--- config.mk ---
export PLATFORM = sky130hd
export DESIGN_NAME = jpeg_comment_segment_extractor_unit_flat
export DESIGN_NICKNAME = d
export VERILOG_FILES = /design/src/rtl/jcse_pkg.sv /design/src/rtl/jcse_if.sv /design/src/rtl/jpeg_comment_segment_extractor_unit.sv /design/src/flat_wrapper.sv
export SDC_FILE = /design/constraint.sdc
export NUM_CORES = 1
export LEC_CHECK = 0
export ABC_AREA = 1
export BUFFER_PORTS_ARGS = -buffer_cell sky130_fd_sc_hd__buf_2
export CAP_MARGIN = 20
export CORE_UTILIZATION = 40
export CTS_BUF_LIST = sky130_fd_sc_hd__clkbuf_16
export DETAILED_ROUTE_END_ITERATION = 16
export REMOVE_ABC_BUFFERS = 1
export SLEW_MARGIN = 15
export SYNTH_ARGS = -nofsm -noshare
export SYNTH_HDL_FRONTEND = slang
export SYNTH_SLANG_ARGS = --single-unit
--- constraint.sdc ---
create_clock -name clk -period 7.8 [get_ports clk]
set_input_delay 1.17 -clock clk [delete_from_list [all_inputs] [get_ports clk]]
set_output_delay 1.17 -clock clk [all_outputs]
set_load 0.05 [all_outputs]
--- src/rtl/jcse_pkg.sv ---
// Package for the JPEG comment segment extractor.
// Holds the parser phase enum, status codes, marker constants and the result beat type.
// No dependencies.
package jcse_pkg;

  typedef enum logic [2:0] {
    PH_START0  = 3'd0,
    PH_START1  = 3'd1,
    PH_HUNT    = 3'd2,
    PH_MARKER  = 3'd3,
    PH_LENHI   = 3'd4,
    PH_LENLO   = 3'd5,
    PH_PAYLOAD = 3'd6,
    PH_DONE    = 3'd7
  } phase_t;

  typedef enum logic [1:0] {
    ST_OK       = 2'd0,
    ST_BADSTART = 2'd1,
    ST_BADLEN   = 2'd2,
    ST_TRUNC    = 2'd3
  } status_t;

  localparam logic [7:0] MRK_PREFIX = 8'hFF;
  localparam logic [7:0] MRK_SOI    = 8'hD8;
  localparam logic [7:0] MRK_COM    = 8'hFE;
  localparam logic [7:0] MRK_EOI    = 8'hD9;
  localparam logic [7:0] MRK_SOS    = 8'hDA;
  localparam logic [7:0] BYTE_NUL   = 8'h00;

  localparam logic [15:0] LEN_HDR = 16'd2;

  // Result queue geometry.
  localparam int OQ_DEPTH = 4;
  localparam int OQ_AW    = $clog2(OQ_DEPTH);
  localparam int OQ_CW    = $clog2(OQ_DEPTH + 1);

  typedef struct packed {
    logic [7:0] comment_byte;
    logic       is_status;
    logic [1:0] status;
  } result_t;

endpackage

--- src/rtl/jcse_if.sv ---
// Channel interfaces for the JPEG comment segment extractor.
// Depends on nothing; the input channel carries file bytes, the output channel result beats.
interface jcse_in_if;
  logic       valid;
  logic       ready;
  logic [7:0] data_byte;
  logic       end_of_file;

  modport source (output valid, output data_byte, output end_of_file, input ready);
  modport sink   (input valid, input data_byte, input end_of_file, output ready);
endinterface

interface jcse_out_if;
  logic       valid;
  logic       ready;
  logic [7:0] comment_byte;
  logic       is_status;
  logic [1:0] status;

  modport source (output valid, output comment_byte, output is_status, output status,
                  input ready);
  modport sink   (input valid, input comment_byte, input is_status, input status,
                  output ready);
endinterface

--- src/rtl/jpeg_comment_segment_extractor_unit.sv ---
// Top level of the JPEG comment segment extractor: marker parser and result queue.
// Depends on jcse_pkg and the channel interfaces in jcse_if.sv.
//
//   channel   dir  payload                          beat
//   in_bus    in   data_byte, end_of_file           one file byte
//   out_bus   out  comment_byte, is_status, status  one comment byte or final status
//
// One byte is taken per cycle while in_bus.ready is high; the parser state updates at
// the accepting edge and its results (at most a comment byte and a status beat) enter a
// four-entry result queue. A result beat is visible the cycle after its byte is taken.
// in_bus.ready is high while the queue has two free slots; with a consumer that takes
// one beat per cycle the queue never holds more than two beats, so the input never stalls.
// Reset (synchronous, active low) returns the parser to the start-of-file phase and
// empties the queue.
module jpeg_comment_segment_extractor_unit
  import jcse_pkg::*;
(
  input  logic        clk,
  input  logic        rst_n,
  jcse_in_if.sink     in_bus,
  jcse_out_if.source  out_bus
);

  phase_t      phase_r,       phase_nxt;
  logic [15:0] bytes_left_r,  bytes_left_nxt;
  logic [7:0]  length_high_r, length_high_nxt;
  logic        in_comment_r,  in_comment_nxt;
  logic        nul_seen_r,    nul_seen_nxt;

  result_t          oq_r [OQ_DEPTH];
  logic [OQ_AW-1:0] wr_ptr_r, rd_ptr_r;
  logic [OQ_CW-1:0] count_r;

  logic        c_vld, s_vld;
  status_t     s_code;
  logic [7:0]  b;
  logic [15:0] seg_len;
  logic        accept, pop;
  result_t     c_item, s_item;
  logic [OQ_CW-1:0] push_n;
  logic [OQ_AW-1:0] s_ptr;

  assign b       = in_bus.data_byte;
  assign seg_len = {length_high_r, b};

  always_comb begin
    phase_nxt       = phase_r;
    bytes_left_nxt  = bytes_left_r;
    length_high_nxt = length_high_r;
    in_comment_nxt  = in_comment_r;
    nul_seen_nxt    = nul_seen_r;
    c_vld           = 1'b0;
    s_vld           = 1'b0;
    s_code          = ST_OK;

    case (phase_r)
      PH_START0: begin
        if (b != MRK_PREFIX) begin
          s_vld = 1'b1; s_code = ST_BADSTART; phase_nxt = PH_DONE;
        end else begin
          phase_nxt = PH_START1;
        end
      end
      PH_START1: begin
        if (b != MRK_SOI) begin
          s_vld = 1'b1; s_code = ST_BADSTART; phase_nxt = PH_DONE;
        end else begin
          phase_nxt = PH_HUNT;
        end
      end
      PH_HUNT: begin
        if (b == MRK_PREFIX) phase_nxt = PH_MARKER;
      end
      PH_MARKER: begin
        // Fill bytes of 0xFF keep us waiting for the marker code.
        if (b == MRK_EOI || b == MRK_SOS) begin
          s_vld = 1'b1; s_code = ST_OK; phase_nxt = PH_DONE;
        end else if (b != MRK_PREFIX) begin
          in_comment_nxt = (b == MRK_COM);
          nul_seen_nxt   = 1'b0;
          phase_nxt      = PH_LENHI;
        end
      end
      PH_LENHI: begin
        length_high_nxt = b;
        phase_nxt       = PH_LENLO;
      end
      PH_LENLO: begin
        if (seg_len < LEN_HDR) begin
          s_vld = 1'b1; s_code = ST_BADLEN; phase_nxt = PH_DONE;
        end else if (seg_len == LEN_HDR) begin
          in_comment_nxt = 1'b0;
          phase_nxt      = PH_HUNT;
        end else begin
          bytes_left_nxt = seg_len - LEN_HDR;
          phase_nxt      = PH_PAYLOAD;
        end
      end
      PH_PAYLOAD: begin
        if (in_comment_r && !nul_seen_r) begin
          if (b == BYTE_NUL) nul_seen_nxt = 1'b1;
          else               c_vld        = 1'b1;
        end
        bytes_left_nxt = bytes_left_r - 16'd1;
        if (bytes_left_nxt == 16'd0) begin
          in_comment_nxt = 1'b0;
          nul_seen_nxt   = 1'b0;
          phase_nxt      = PH_HUNT;
        end
      end
      PH_DONE: begin
      end
      default: begin
        phase_nxt = PH_DONE;
      end
    endcase

    // The last byte of a file closes any parse still open and restarts the parser.
    if (in_bus.end_of_file) begin
      if (phase_nxt != PH_DONE) begin
        s_vld = 1'b1;
        if (phase_nxt == PH_START0 || phase_nxt == PH_START1) begin
          s_code = ST_BADSTART;
        end else if (phase_nxt == PH_PAYLOAD && in_comment_nxt && bytes_left_nxt != 16'd0) begin
          s_code = ST_TRUNC;
        end else begin
          s_code = ST_OK;
        end
      end
      phase_nxt       = PH_START0;
      bytes_left_nxt  = 16'd0;
      length_high_nxt = 8'd0;
      in_comment_nxt  = 1'b0;
      nul_seen_nxt    = 1'b0;
    end
  end

  assign in_bus.ready = (count_r <= OQ_CW'(OQ_DEPTH - 2));
  assign accept       = in_bus.valid && in_bus.ready;
  assign pop          = out_bus.valid && out_bus.ready;

  assign c_item = '{comment_byte: b, is_status: 1'b0, status: ST_OK};
  assign s_item = '{comment_byte: 8'd0, is_status: 1'b1, status: s_code};

  assign push_n = accept ? (OQ_CW'(c_vld) + OQ_CW'(s_vld)) : '0;
  assign s_ptr  = c_vld ? wr_ptr_r + OQ_AW'(1) : wr_ptr_r;

  always_ff @(posedge clk) begin
    if (!rst_n) begin
      phase_r       <= PH_START0;
      bytes_left_r  <= 16'd0;
      length_high_r <= 8'd0;
      in_comment_r  <= 1'b0;
      nul_seen_r    <= 1'b0;
    end else if (accept) begin
      phase_r       <= phase_nxt;
      bytes_left_r  <= bytes_left_nxt;
      length_high_r <= length_high_nxt;
      in_comment_r  <= in_comment_nxt;
      nul_seen_r    <= nul_seen_nxt;
    end
  end

  always_ff @(posedge clk) begin
    if (!rst_n) begin
      wr_ptr_r <= '0;
      rd_ptr_r <= '0;
      count_r  <= '0;
    end else begin
      wr_ptr_r <= wr_ptr_r + push_n[OQ_AW-1:0];
      if (pop) rd_ptr_r <= rd_ptr_r + OQ_AW'(1);
      count_r <= count_r + push_n - OQ_CW'(pop);
    end
  end

  // Queue entries are payload only; occupancy is tracked by count_r.
  always_ff @(posedge clk) begin
    if (accept && c_vld) oq_r[wr_ptr_r] <= c_item;
    if (accept && s_vld) oq_r[s_ptr]    <= s_item;
  end

  assign out_bus.valid        = (count_r != '0);
  assign out_bus.comment_byte = oq_r[rd_ptr_r].comment_byte;
  assign out_bus.is_status    = oq_r[rd_ptr_r].is_status;
  assign out_bus.status       = oq_r[rd_ptr_r].status;

endmodule

--- src/flat_wrapper.sv ---
// flat-port wrapper written by rule: the top's interface ports become plain ports
module jpeg_comment_segment_extractor_unit_flat import jcse_pkg::*;
  (clk, rst_n, in_bus_valid, in_bus_data_byte, in_bus_end_of_file, in_bus_ready, out_bus_valid, out_bus_comment_byte, out_bus_is_status, out_bus_status, out_bus_ready);
  jcse_in_if in_bus_i ();
  jcse_out_if out_bus_i ();
  input  logic clk;
  input  logic rst_n;
  input wire logic [$bits(in_bus_i.valid)-1:0] in_bus_valid;
  input wire logic [$bits(in_bus_i.data_byte)-1:0] in_bus_data_byte;
  input wire logic [$bits(in_bus_i.end_of_file)-1:0] in_bus_end_of_file;
  output wire logic [$bits(in_bus_i.ready)-1:0] in_bus_ready;
  output wire logic [$bits(out_bus_i.valid)-1:0] out_bus_valid;
  output wire logic [$bits(out_bus_i.comment_byte)-1:0] out_bus_comment_byte;
  output wire logic [$bits(out_bus_i.is_status)-1:0] out_bus_is_status;
  output wire logic [$bits(out_bus_i.status)-1:0] out_bus_status;
  input wire logic [$bits(out_bus_i.ready)-1:0] out_bus_ready;
  assign in_bus_i.valid = in_bus_valid;
  assign in_bus_i.data_byte = in_bus_data_byte;
  assign in_bus_i.end_of_file = in_bus_end_of_file;
  assign in_bus_ready = in_bus_i.ready;
  assign out_bus_valid = out_bus_i.valid;
  assign out_bus_comment_byte = out_bus_i.comment_byte;
  assign out_bus_is_status = out_bus_i.is_status;
  assign out_bus_status = out_bus_i.status;
  assign out_bus_i.ready = out_bus_ready;
  jpeg_comment_segment_extractor_unit u_core (.clk(clk), .rst_n(rst_n), .in_bus(in_bus_i), .out_bus(out_bus_i));
endmodule
* Word level (Yosys, flattened, before mapping)
Memory sizes are Yosys's and may differ from the RTL's. A register that Yosys moved wholly into a read port is not among the register bits.
Index checks and enable logic that the tools add are counted.
** Storage, ports and cells
- Bits in registers :: 36
- Memory bits (writable) :: 44
- Output and inout port bits :: 13
- Word-level logic and storage cells :: 115
- Memories :: 1
** Operators by class
- Add/sub/neg operators :: 8
- $lt $le $gt $ge :: 2
- Eq/ne operators :: 20
- Mux-type cells :: 56
- Reductions and logical operators :: 20
** Memories
- u_core.oq_r :: words 4, bits a word 11, rd ports 1, clocked after memory_dff 1, wr ports 2, RTL line jpeg_comment_segment_extractor_unit.sv:30 : result_t oq_r [OQ_DEPTH];
** Operator list (number)
- 16-bit two-way mux :: 3
- 8-bit equality test (second input constant) :: 4
- 16-bit case mux with 2 select lines :: 1
- 3-bit two-way mux :: 10
- 1-bit two-way mux :: 27
- 3-bit case mux with 7 select lines :: 1
- 16-bit by 2-bit equality test with 1-bit output (second input constant) :: 1
- 16-bit logical NOT :: 1
- 16-bit by 2-bit less-than comparator with 1-bit output (second input constant) :: 1
- 2-bit two-way mux :: 8
- 8-bit two-way mux :: 2
- 8-bit inequality test (second input constant) :: 2
- 16-bit nonzero test :: 1
- 16-bit by 1-bit subtractor with 16-bit output (second input constant) :: 1
- 16-bit by 2-bit subtractor with 16-bit output (second input constant) :: 1
- 3-bit equality test (second input constant) :: 4
- 8-bit logical NOT :: 1
- 4-bit by 2-bit inequality test with 1-bit output (second input constant) :: 2
- 1-bit logical AND :: 7
- 3-bit by 1-bit equality test with 1-bit output (second input constant) :: 2
- 3-bit by 2-bit equality test with 1-bit output (second input constant) :: 2
- 3-bit logical NOT :: 2
- 3-bit inequality test (second input constant) :: 2
- 2-bit case mux with 3 select lines :: 1
- 16 further kinds :: 19

* Logic depth before layout (Yosys ltp)
- Word-level depth :: 11
- Depth in mapped cells :: 23

* Least setup slack after synthesis
No wires, ideal clock.
- Kind :: input to register
- Start :: input in_bus_data_byte[1]
- End :: register u_core.count_r[2]
- Setup time :: 120 ps
- Arrival :: 3476 ps
- Setup slack :: 4204 ps
- Stages :: 18
- Path buffers :: 1
- Cell sequence :: inv_2 -> buf_6 -> nor4_4 -> nand2_1 -> nand2_1 -> nand3_1 -> nor2_2 -> nand3_2 -> nand2_1 -> nand2_1 -> nand4_1 -> ha_1 -> nand2_1 -> ha_1 -> inv_1 -> fa_1 -> o21ai_0 -> a21oi_1
** Between the ends
- Longest elaborated chain between the ends :: 11
** RTL lines
- from (decl) :: RTL line flat_wrapper.sv:9 : input wire logic [$bits(in_bus_i.data_byte)-1:0] in_bus_data_byte;
- branches (longest 7 deep; another with 16-bit by 2-bit less-than comparator with 1-bit output)
- 1-bit by 1-bit adder with 2-bit output * :: RTL line jpeg_comment_segment_extractor_unit.sv:145 : assign push_n = accept ? (OQ_CW'(c_vld) + OQ_CW'(s_vld)) : '0;
- 3-bit two-way mux * :: RTL line jpeg_comment_segment_extractor_unit.sv:145
- 3-bit adder * :: RTL line jpeg_comment_segment_extractor_unit.sv:172 : count_r <= count_r + push_n - OQ_CW'(pop);
- 3-bit by 1-bit subtractor with 3-bit output * :: RTL line jpeg_comment_segment_extractor_unit.sv:172
- to (signal assigned) :: RTL line jpeg_comment_segment_extractor_unit.sv:172
- to (decl) :: RTL line jpeg_comment_segment_extractor_unit.sv:32 : logic [OQ_CW-1:0] count_r;
Every way passes the cells marked *.
A chain may end at the register's enable or synchronous reset.

* Worst setup path after layout
Ends and elaborated chain as after synthesis.

==> flow_summary.ini <==
[floorplanning]
coreArea_um2 = 12600
fp.dieW_um = 116
design.die.area_um2 = 13400
die_h_um = 116
rows = 41
num_io_pins = 26
start_util = 0.409

[layout]
diodes = 0
final_nets = 878
drive_above_1_share = 0.0863
area_delta_synth_final_pct = 10.5
final_cells = 1029

[routing]
vias_per_cell = 4.93
vias = 5073
drc = 0
drt_iter0_markers = 252
drt-total-wl_mm = 13.8
drt-wirelength-per-cell_um = 13.4
detail_route.first_pass.iterations = 5
final_antenna_net_count = 0

[synth]
synth_top_cell_by_area = dfxtp_1
syn_inst = 835
synth-seq-cells = 82
synthFlopType = dfxtp_1
synth_cell_types = 39
syn_avg_cell_area_um2 = 6.18
synth.most_common_cell = nand2_1
ys_warn_count = 0
synthesis.area_um2 = 5160
seq_area_frac_synth = 0.334
ys_top_cells_by_area = dfxtp_1 29%, nand2_1 19%, nor2_1 10%
synth.top_cells.by_count = 258 x nand2_1, 141 x nor2_1, 74 x dfxtp_1
synth_edf_count = 8
synth_top_area_frac = 0.287
async_flop_share = 0

[power_and_ir_drop]
total_power_mw = 1.36
cellPowerDensity_nw_per_um2 = 239
vdd_drop_max_uv = 92.2
leakagePower_nw = 2.63

[cts]
post_cts_resized = 0
postCtsSetupBuffers = 0
clockBufferDepth = 2
root_buffer = clkbuf_16
worstSkewPairLatency_ns = 0.35
clk_pin_slew_ns = 0.06
cts_tree = done
clock_sink_count = 82
cts_hold_buffers = 0
numCtsBuffers = 9
h-tree-depth = 3

[place]
gp_congestion = 0.914
dpl_worst_slack_ns = 3.69
portBuffers = 25
hpwl_mm = 10.3
dp.cells = 1013

[global_route]
grt_start_max_net_pins = 30
antenna_found_initial = 0
grt_overflow = 0
busiest_layer = met2
grt_use_met3 = 0.0392
grt.met1_usage = 0.279
use_met2 = 0.377
grt_pass1_vias = 4724
grt_use_total = 0.219
grt_pass1_wl_mm = 22.8

[sta]
clock.fmax_mhz = 267
finalMaxSlewViolations = 0
clock_skew_ns = 0.00677
whs_ns = 0.451
post-route-period-util = 0.480
final.setup.tns_ns = 0
min_period_ns = 3.74
worstMarginPinSlew_ns = 0.921
rsz0062_at_grt = no
hold_viol = 0
setup_ws_ns = 4.06
relSlewSlack = 0.385
setup_viol = 0

[status]
outcome = complete, no violations

[worst_setup_path]
cp.required_ns = 8.04
crit_path_max_fanout = 11
cp.arrival_ns = 3.98
cp-start-kind = primary input
critPathLaunch = in_bus_data_byte[1]
r2r_start = u_core.bytes_left_r[0]
crit_type = in -> reg
endpoint_kind = register

[flow_run]
maxCapViolCount = 0

[hold_path]
hp-class = reg -> reg
min_from = u_core.oq_r[1][2]
final cells by class:
| type | count | area [um^2] |
|---|---|---|
| Clock buffer | 9 | 225 |
| Clock inverter | 7 | 70.1 |
| Fill cell | 1357 | 6920 |
| Inverter | 85 | 319 |
| Multi-Input combinational cell | 648 | 3020 |
| Sequential cell | 82 | 1720 |
| Tap cell | 172 | 215 |
| Timing Repair Buffer | 26 | 133 |
critical path, stage by stage:
cell and delay [ns]:
buf_2 0.13, inv_2 0.20, nand2_1 0.15, nor2_2 0.16, nand2_1 0.11, nor2_1 0.16
inv_1 0.09, nand3b_1 0.12, and2_1 0.14, nand2_1 0.07, nand2_1 0.08, nand4_1 0.12
ha_1 0.30, inv_1 0.05, nor2_1 0.05, ha_1 0.26, fa_1 0.38, o21ai_0 0.17
a21oi_1 0.06
state kept, by name, indices dropped and copies added (netlist names), named ones only:
signal / count
u_core.bytes_left_r: 16
u_core.count_r: 3
u_core.in_comment_r: 1
u_core.length_high_r: 8
u_core.nul_seen_r: 1
u_core.oq_r: 44
u_core.phase_r: 3
u_core.rd_ptr_r: 2
u_core.wr_ptr_r: 2
layer usage:
| layer | wire length (um) | share of wire | vias up |
|---|---|---|---|
| met5 | 0 | 0 | - |
| met4 | 177 | 0.013 | 0 |
| met3 | 518 | 0.038 | 13 |
| met2 | 6390 | 0.46 | 92 |
| met1 | 6690 | 0.49 | 2267 |
| li1 | - | - | 2701 |
power breakdown:
part,internal (mW),switching (mW)
Clock,0.247,0.180
Combinational,0.118,0.323
Sequential,0.460,0.0357
layout by cell type (no fill, tap or decap), types with 2 or more instances in the layout:
| cell type | instances |
|---|---|
| nand3_2 | 2 |
| clkinv_1 | 2 |
| nand3b_1 | 2 |
| and2_1 | 2 |
| xor2_1 | 8 |
| inv_1 | 74 |
| o21a_1 | 2 |
| nand2_1 | 258 |
| nor2_1 | 141 |
| nand2_2 | 5 |
| ha_1 | 12 |
| nor4_4 | 2 |
| edfxtp_1 | 8 |
| nand3_1 | 58 |
| nand4_1 | 7 |
| inv_2 | 11 |
| xnor2_1 | 3 |
| clkbuf_16 | 9 |
| buf_2 | 25 |
| o22ai_1 | 11 |
| o21ai_0 | 73 |
| clkinvlp_4 | 2 |
| dfxtp_1 | 74 |
| a21oi_1 | 40 |
| nor2_2 | 10 |
logic make-up (layout without fill, tap and decap cells):
family,Yosys count,in the layout,synth area share
DFF,82,82,0.334
AOI/OAI and AO/OA,132,132,0.135
adders and majority gates,13,13,0.0330
and+or+nand+nor,492,492,0.398
xor gates and xnor gates,11,11,0.0187
buffers and inverters,105,127,0.0815
per-stage QoR:
step / area [um^2] / utilization
finish: 5700 / 0.452
global route: 5700 / 0.452
CTS: 5700 / 0.452
detailed placement: 5410 / 0.428
global placement: 5410 / 0.428
floorplan: 5060 / -
path summary, 6_finish.rpt:
kind | end | cells past startpoint | slack, ns
min reg2reg | u_core.oq_r[1][2] | 2 | 0.45
min | u_core.oq_r[1][2] | 2 | 0.45
max reg2reg | u_core.count_r[2] | 21 | 4.21
max | u_core.count_r[2] | 19 | 4.06
(Power assumes the default switching activity.)
